<file path="src/hdl/tpv_pkg.sv">
// Shared types, constants and helper functions for the trapezoidal profile core.
`timescale 1ns / 1ps

package tpv_pkg;

   localparam int TIME_WIDTH = 16;
   localparam int DUR_W      = 16;
   localparam int ACC_W      = 15;
   localparam int CMP_W      = (TIME_WIDTH > DUR_W) ? TIME_WIDTH : DUR_W;
   localparam int POS_W      = 32;
   localparam int VEL_W      = 48;
   localparam int CFG_W      = 32;
   localparam int CSR_IDX_W  = 3;
   localparam int NAXES      = 3;

   localparam int DIFF_W     = 33;              // magnitude of end - start
   localparam int DPROD_W    = 31;              // ta * (T - ta)
   localparam int PNUM_W     = 32;
   localparam int OPA_W      = 17;
   localparam int REM_W      = 32;              // divisor and remainder width
   localparam int QUO_W      = 50;
   localparam int NUM_W      = 65;
   localparam int QR_W       = QUO_W + 1;
   localparam int PSUM_W     = 37;

   localparam int DIV_STEPS  = QUO_W;
   localparam int LATENCY    = DIV_STEPS + 5;

   localparam logic [1:0] PH_ACCEL  = 2'd0;
   localparam logic [1:0] PH_CRUISE = 2'd1;
   localparam logic [1:0] PH_DECEL  = 2'd2;

   localparam logic [CSR_IDX_W-1:0] REG_TOTAL   = 3'd0;
   localparam logic [CSR_IDX_W-1:0] REG_ACCEL   = 3'd1;
   localparam logic [CSR_IDX_W-1:0] REG_START_X = 3'd2;
   localparam logic [CSR_IDX_W-1:0] REG_START_Y = 3'd3;
   localparam logic [CSR_IDX_W-1:0] REG_START_Z = 3'd4;
   localparam logic [CSR_IDX_W-1:0] REG_END_X   = 3'd5;
   localparam logic [CSR_IDX_W-1:0] REG_END_Y   = 3'd6;
   localparam logic [CSR_IDX_W-1:0] REG_END_Z   = 3'd7;

   localparam logic [DUR_W-1:0] TOTAL_RESET = 16'd1000;
   localparam logic [ACC_W-1:0] ACCEL_RESET = 15'd250;

   localparam logic [QR_W-1:0] VMAX_POS = 51'h0_7FFF_FFFF_FFFF;
   localparam logic [QR_W-1:0] VMAX_NEG = 51'h0_8000_0000_0000;

   typedef struct packed {
      logic       valid;
      logic [1:0] phase;
      logic       err;
   } side_type;

   typedef struct packed {
      logic [DUR_W-1:0]            total;
      logic [ACC_W-1:0]            accel;
      logic [NAXES-1:0][POS_W-1:0] start_pt;
      logic [NAXES-1:0][POS_W-1:0] end_pt;
   } cfg_type;

   typedef struct packed {
      logic [REM_W-1:0] rem;
      logic [QUO_W-1:0] nq;
   } div_type;

   // One restoring step: shift in the next numerator bit, emit one quotient bit.
   function automatic div_type div_step(div_type s, logic [REM_W-1:0] den);
      logic [REM_W:0] r2;
      logic [REM_W:0] diff;
      logic           ge;
      div_type        res;
      r2   = {s.rem, s.nq[QUO_W-1]};
      diff = r2 - {1'b0, den};
      ge   = (r2 >= {1'b0, den});
      res.rem = ge ? diff[REM_W-1:0] : r2[REM_W-1:0];
      res.nq  = {s.nq[QUO_W-2:0], ge};
      return res;
   endfunction

   function automatic logic [VEL_W-1:0] sat48(logic [QR_W-1:0] mag, logic neg);
      logic [QR_W-1:0] m;
      logic [QR_W-1:0] n;
      if (neg) begin
         m = (mag > VMAX_NEG) ? VMAX_NEG : mag;
         n = -m;
         return n[VEL_W-1:0];
      end else begin
         m = (mag > VMAX_POS) ? VMAX_POS : mag;
         return m[VEL_W-1:0];
      end
   endfunction

endpackage

</file>
<file path="src/hdl/tpv_back.sv">
// Back stages: rounding, sign, saturation and position assembly.
`timescale 1ns / 1ps

module tpv_back (
   input  logic                                          clock,
   input  logic                                          reset,
   input  tpv_pkg::side_type                             side_in,
   input  tpv_pkg::cfg_type                              cfg,
   input  logic [tpv_pkg::DPROD_W-1:0]                   dprod,
   input  logic [tpv_pkg::NAXES-1:0]                     neg,
   input  logic [tpv_pkg::NAXES-1:0][tpv_pkg::QUO_W-1:0] q_pos,
   input  logic [tpv_pkg::NAXES-1:0][tpv_pkg::REM_W-1:0] r_pos,
   input  logic [tpv_pkg::NAXES-1:0][tpv_pkg::QUO_W-1:0] q_vel,
   input  logic [tpv_pkg::NAXES-1:0][tpv_pkg::REM_W-1:0] r_vel,
   input  logic [tpv_pkg::NAXES-1:0][tpv_pkg::QUO_W-1:0] q_acc,
   input  logic [tpv_pkg::NAXES-1:0][tpv_pkg::REM_W-1:0] r_acc,
   output tpv_pkg::side_type                             side_out,
   output logic [tpv_pkg::NAXES-1:0][tpv_pkg::POS_W-1:0] pos,
   output logic [tpv_pkg::NAXES-1:0][tpv_pkg::VEL_W-1:0] vel,
   output logic [tpv_pkg::NAXES-1:0][tpv_pkg::VEL_W-1:0] acc
);
   import tpv_pkg::*;

   logic [REM_W-1:0] den_p, den_d;
   side_type         b1_side_ff, b2_side_ff;
   logic [NAXES-1:0][QR_W-1:0]  qp_ff, qv_ff, qa_ff;
   logic [NAXES-1:0][POS_W-1:0] pos_ff;
   logic [NAXES-1:0][VEL_W-1:0] vel_ff, acc_ff;

   assign den_p = {dprod, 1'b0};
   assign den_d = {1'b0, dprod};

   always_ff @(posedge clock) begin
      if (reset) begin
         b1_side_ff <= '0;
         b2_side_ff <= '0;
      end else begin
         b1_side_ff <= side_in;
         b2_side_ff <= {b1_side_ff.valid,
                        (b1_side_ff.err ? PH_ACCEL : b1_side_ff.phase),
                        b1_side_ff.err};
      end
      // round half away from zero on the magnitude
      for (int k = 0; k < NAXES; k++) begin
         qp_ff[k] <= QR_W'(q_pos[k]) + QR_W'({r_pos[k], 1'b0} >= {1'b0, den_p});
         qv_ff[k] <= QR_W'(q_vel[k]) + QR_W'({r_vel[k], 1'b0} >= {1'b0, den_d});
         qa_ff[k] <= QR_W'(q_acc[k]) + QR_W'({r_acc[k], 1'b0} >= {1'b0, den_d});
      end
      for (int k = 0; k < NAXES; k++) begin
         logic signed [PSUM_W-1:0] qs;
         logic signed [PSUM_W-1:0] base;
         logic signed [PSUM_W-1:0] psum;
         qs   = $signed({2'b00, qp_ff[k][PSUM_W-3:0]});
         qs   = neg[k] ? -qs : qs;
         if (b1_side_ff.phase == PH_DECEL) begin
            base = PSUM_W'($signed(cfg.end_pt[k]));
            psum = base - qs;
         end else begin
            base = PSUM_W'($signed(cfg.start_pt[k]));
            psum = base + qs;
         end
         if (b1_side_ff.err) begin
            pos_ff[k] <= '0;
            vel_ff[k] <= '0;
            acc_ff[k] <= '0;
         end else begin
            pos_ff[k] <= psum[POS_W-1:0];
            vel_ff[k] <= sat48(qv_ff[k], neg[k]);
            unique case (b1_side_ff.phase)
               PH_ACCEL:  acc_ff[k] <= sat48(qa_ff[k], neg[k]);
               PH_DECEL:  acc_ff[k] <= sat48(qa_ff[k], !neg[k]);
               default:   acc_ff[k] <= '0;
            endcase
         end
      end
   end

   assign side_out = b2_side_ff;
   assign pos      = pos_ff;
   assign vel      = vel_ff;
   assign acc      = acc_ff;

endmodule

</file>
<file path="config.mk">
export PLATFORM = sky130hd
export DESIGN_NAME = tpv_back
export DESIGN_NICKNAME = d
export VERILOG_FILES = /design/src/hdl/tpv_pkg.sv /design/src/hdl/tpv_back.sv
export SDC_FILE = /design/constraint.sdc
export NUM_CORES = 2
export LEC_CHECK = 0
export BUFFER_PORTS_ARGS = -buffer_cell sky130_fd_sc_hd__buf_2
export CORE_AREA = 2 2 537 539
export CTS_CLUSTER_SIZE = 25
export DETAILED_ROUTE_END_ITERATION = 8
export DIE_AREA = 0 0 539 541
export GPL_ROUTABILITY_DRIVEN = 0
export SYNTH_ARGS = -nofsm -noshare
export SYNTH_HDL_FRONTEND = slang
export SYNTH_SLANG_ARGS = --single-unit
</file>
<file path="constraint.sdc">
create_clock -name clock -period 4.72 [get_ports clock]
set_clock_uncertainty 0.15 [all_clocks]
set_input_delay 0.708 -clock clock [delete_from_list [all_inputs] [get_ports clock]]
set_output_delay 0.708 -clock clock [all_outputs]
set_load 0.02 [all_outputs]
</file>
# Word-level counts from Yosys, hierarchy flattened
# Cells that the tools add are included.
[classes] addsub=24 n_lt_le_gt_ge=21 eq_ne=1 n_reduce_logical=2 n_mux=30
[ops] cell="$mux 48" n=21
[ops] cell="$add 50x1->51" n=6
[ops] cell="$gt 51x47->1 const B" n=6
[ops] cell="$gt 51x48->1 const B" n=6
[ops] cell="$neg 48->48" n=6
[ops] cell="$pmux 48 s2" n=3
[ops] cell="$ge 33x31->1" n=6
[ops] cell="$mux 32" n=6
[ops] cell="$ge 33x32->1" n=3
[ops] cell="$add 32x1->32" n=3
[ops] cell="$add 32x32->32" n=3
[ops] cell="$neg 32->32" n=3
[ops] cell="$sub 32x32->32" n=3
[ops] cell="$eq 2x2->1 const B" n=1
[ops] cell="$logic_not 2->1" n=1
[ops] cell="$reduce_or 2->1" n=1
[word_totals] elab_cells=102 reg_bits=794

# Logic depth before layout (Yosys ltp)
[depth] ltp_word=5 depth_mapped=23 ltp_nobuf=22

# Worst setup path before layout
# Ideal clock, no wire load.
[synth_timing] path_kind="input -> register" startpoint="input dprod[1] in the netlist's numbering" endpoint="register qa_ff[147] in the netlist's numbering" stages=23 path_buffers=1 t_arrival_ns=4.894 path_slack_ns=-0.395 cell_sequence="inv_1 > ha_1 > nor2b_1 > o21a_1 > o21a_1 > o21a_1 > o21a_1 > o21a_1 > o2111ai_1 > a311oi_1 > nor2_1 > o31ai_1 > ha_1 > nand4_1 > nor2_1 > nand3_1 > nor3_1 > or3b_2 > clkbuf_1 > or3_1 > or3_1 > nor2_1 > xor2_1"
[synth_between] elab_chain_cells=2
[synth_lines] item="start, declared" line_no="tpv_back.sv:9" source="input logic [tpv_pkg::DPROD_W-1:0] dprod,"
[synth_lines] item="$ge 33x31->1" line_no="tpv_back.sv:47" source="qa_ff[k] <= QR_W'(q_acc[k]) + QR_W'({r_acc[k], 1'b0} >= {1'b0, den_d});"
[synth_lines] item="$add 50x1->51" line_no="tpv_back.sv:47"
[synth_lines] item="end signal, assigned by index" line_no="tpv_back.sv:47"
[synth_lines] item="end, declared" line_no="tpv_back.sv:26" source="logic [NAXES-1:0][QR_W-1:0] qp_ff, qv_ff, qa_ff;"
# Every way passes these cells.
# A chain may end at the register's enable or synchronous reset.

# Worst setup path after layout
[layout_timing] startpoint="register qp_ff[108] in the netlist's numbering" endpoint="register pos_ff, in the netlist pos[95]"
[layout_between] elab_chain_cells=4
[layout_lines] item="start, declared" line_no="tpv_back.sv:26"
[layout_lines] item="start signal, assigned by index" line_no="tpv_back.sv:45" source="qp_ff[k] <= QR_W'(q_pos[k]) + QR_W'({r_pos[k], 1'b0} >= {1'b0, den_p});"
[layout_lines] item="$neg 32->32" line_no="tpv_back.sv:54" source="qs = neg[k] ? -qs : qs;"
[layout_lines] item="$mux 32 *" line_no="tpv_back.sv:54"
[layout_lines] item="$add 32x32->32 or $sub 32x32->32 (tied branches)" line_no="tpv_back.sv:60, tpv_back.sv:57"
[layout_lines] item="$mux 32 *" line_no="tpv_back.sv:55" source="if (b1_side_ff.phase == PH_DECEL) begin"
[layout_lines] item="end signal, assigned by index" line_no="tpv_back.sv:67" source="pos_ff[k] <= psum[POS_W-1:0];"
[layout_lines] item="end, declared" line_no="tpv_back.sv:27" source="logic [NAXES-1:0][POS_W-1:0] pos_ff;"
# Every way passes the cells marked *; elsewhere a longest branch is shown, timed or not.

==> flow_summary.json <==
{
  "final_common_cell": "buf_2",
  "yosysUniqueCellTypes": 89,
  "grt_pass1_wl_mm": 435,
  "layout_common_cells": "buf_2 (1,299), dfxtp_1 (791), buf_4 (645)",
  "firstDrtPassIters": 7,
  "maxCapViolCount": 0,
  "hpwlAfterDp_mm": 272,
  "critPathTopFamily": "simple AND/OR/NAND/NOR gates",
  "cp-start-kind": "register",
  "cpMaxStageDelayCell": "or4_4",
  "synth_edf_count": 0,
  "end_kind": "register",
  "syn_to_final_growth_pct": 46.1,
  "chipWidth_um": 539,
  "netlist_instances": 6583,
  "vias": 61600,
  "finalHoldViolations": 0,
  "viasPerCell": 4.84,
  "drt_wl_total_mm": 323,
  "setup_viol": 14,
  "yosys_warnings": 0,
  "cp.buffers_inverters": 0,
  "cts-root-buf": "clkbuf_16",
  "path_cells": "or4_4 -> or3_4 -> or3_4 -> or2_4 -> o21ai_4 -> xnor2_2 -> ha_4 -> a211oi_2 -> nand2_2 -> a221oi_4 -> o21ai_2 -> o21ai_2 -> a21oi_2 -> a2111oi_4 -> nor3_1 -> a211o_1 -> or3_1",
  "p_leak_uw": 0.0332,
  "cts_tree": "built",
  "drv_slew": 0,
  "synth_nets": 8076,
  "dp.cells": 12100,
  "clkSinkCount": 794,
  "setup_tns_ps": -997,
  "drc": 0,
  "pin_count": 1389,
  "ys_ff_latch": 794,
  "synth_area_per_cell_um2": 8.01,
  "cp_max_fo": 4,
  "status": "finished with violations",
  "grt_usage_pct": 21.0,
  "max_slew.worst_pin.slew_ps": 1040,
  "initial_core_util_pct": 18.4,
  "worstHoldPathType": "in2reg",
  "peakVddDrop_uv": 326,
  "synth_seq_area_share_pct": 30.1,
  "drt_iter0_drc": 6003,
  "cts_buffers": 98,
  "cp.required_ps": 5170,
  "rsz0062_at_grt": "true",
  "worst_path_largest_cell_delay_ps": 520,
  "clkLatencyLatePin_ps": 780,
  "wl_per_cell_um": 25.3,
  "grt_remaining_overflow": 0,
  "critical_path_class": "reg2reg",
  "die-area_um2": 292000,
  "pwr_density_cell_nw_per_um2": 318,
  "r2r_slack_ps": -180,
  "io_buffers": 1303,
  "period_needed_ps": 4900,
  "fp.dieH_um": 541,
  "cts.clk_slew.worst_paths_ps": 60,
  "pre_cts_ws_ps": -1310,
  "antenna_left": 0,
  "cts_max_level": 3,
  "synth_ff_type": "dfxtp_1",
  "async_flop_share_pct": 0,
  "grt_max_degree": 76,
  "fp-row-count": 197,
  "worstPathArrival_ps": 5350,
  "syn_area_um2": 52700,
  "core-area_um2": 286000,
  "nNetsFinal": 10200,
  "cts_buffer_depth": 3,
  "antenna_found_initial": 187,
  "violations": "setup timing",
  "relSlewSlack_pct": 30.4,
  "fmax_ghz": 0.204,
  "hold_ws_ps": 67.1,
  "finalNonFillerCells": 12700,
  "fin_crit_sh_pct": 104,
  "grt_pass1_vias": 56900,
  "setup_ws_ps": -176,
  "drive_gt1_share_pct": 27.9
}
cells in the mapped netlist, types with 154 or more instances:
master | instances | area share [%]
xor2_1 | 191 | 3.2
nor3_1 | 201 | 1.9
a21oi_1 | 527 | 5.0
dfxtp_1 | 794 | 30
o21ai_0 | 418 | 4.0
nor2_1 | 614 | 4.4
nand2_1 | 576 | 4.1
clkbuf_1 | 207 | 1.5
ha_1 | 486 | 12
nand4_1 | 154 | 1.8
xnor2_1 | 446 | 7.4
inv_1 | 209 | 1.5
nand3_1 | 249 | 2.4
a21o_1 | 157 | 2.2
sequential cells by signal, summed over array words and instances (netlist names):
register    flops
vel           144
side_out        4
qv_ff         153
pos            96
acc           144
qp_ff          96
b1_side_ff      4
qa_ff         153
area by class of cell:
type | instances | area [um^2]
fillers | 31100 | 209000
multi-input cells | 5348 | 36800
flip-flops and latches | 794 | 15900
repair buffers | 2298 | 15100
well taps | 3781 | 4730
clock buffers | 112 | 2570
clock inverters | 74 | 872
inverters | 209 | 797
diodes | 130 | 325
per-stage QoR:
step | area [um^2] | power (uW) | util [%]
5_1_grt | 76900 | 25700 | 26.9
3_3_place_gp | 68100 | 15800 | 23.8
2_1_floorplan | 52900 | 12000 | -
3_5_place_dp | 68100 | 15800 | 23.8
6_report | 77000 | 24500 | 26.9
4_1_cts | 75600 | 24400 | 26.4
repair_timing:
item,4_1_cts,5_1_grt
setup endpoints to repair,51,65
endpoints found under the hold margin,327,0
resized for setup,122,186
setup buffers,24,34
hold buffers,328,0
pin swaps,77,121
cells by family after synthesis:
| family | Yosys count | synth area share, % |
|---|---|---|
| flip-flops | 794 | 30.1 |
| buffers and inverters | 441 | 3.18 |
| multiplexers | 21 | 0.422 |
| adder cells (fa/ha/maj) | 492 | 11.8 |
| XOR/XNOR | 637 | 10.6 |
| AO/OA/AOI/OAI | 1778 | 21.3 |
| AND/OR/NAND/NOR | 2420 | 22.6 |
report_power, final:
| part | internal (uW) | leakage (uW) | switching [uW] |
|---|---|---|---|
| Clock | 4480 | 0.00165 | 3610 |
| Combinational | 3390 | 0.0249 | 5060 |
| Sequential | 7430 | 0.00668 | 526 |
| Total | 15300 | 0.0332 | 9200 |
per-layer routing:
layer	track usage [%]	vias up	wire, um
met5	0	-	352
met3	6.71	866	32900
met1	25.7	28900	130000
li1	-	28500	-
met4	17.4	50	29700
met2	29.7	3336	130000
worst paths after layout:
path              cells after the start     endpoint           from
setup / recovery                     17      pos[95]     qp_ff[108]
hold / removal                        2    qp_ff[72]      q_pos[71]
setup reg to reg                     17      pos[95]     qp_ff[108]
hold reg to reg                       1  side_out[3]  b1_side_ff[3]
No activity file was read; power rests on OpenSTA's default activity.
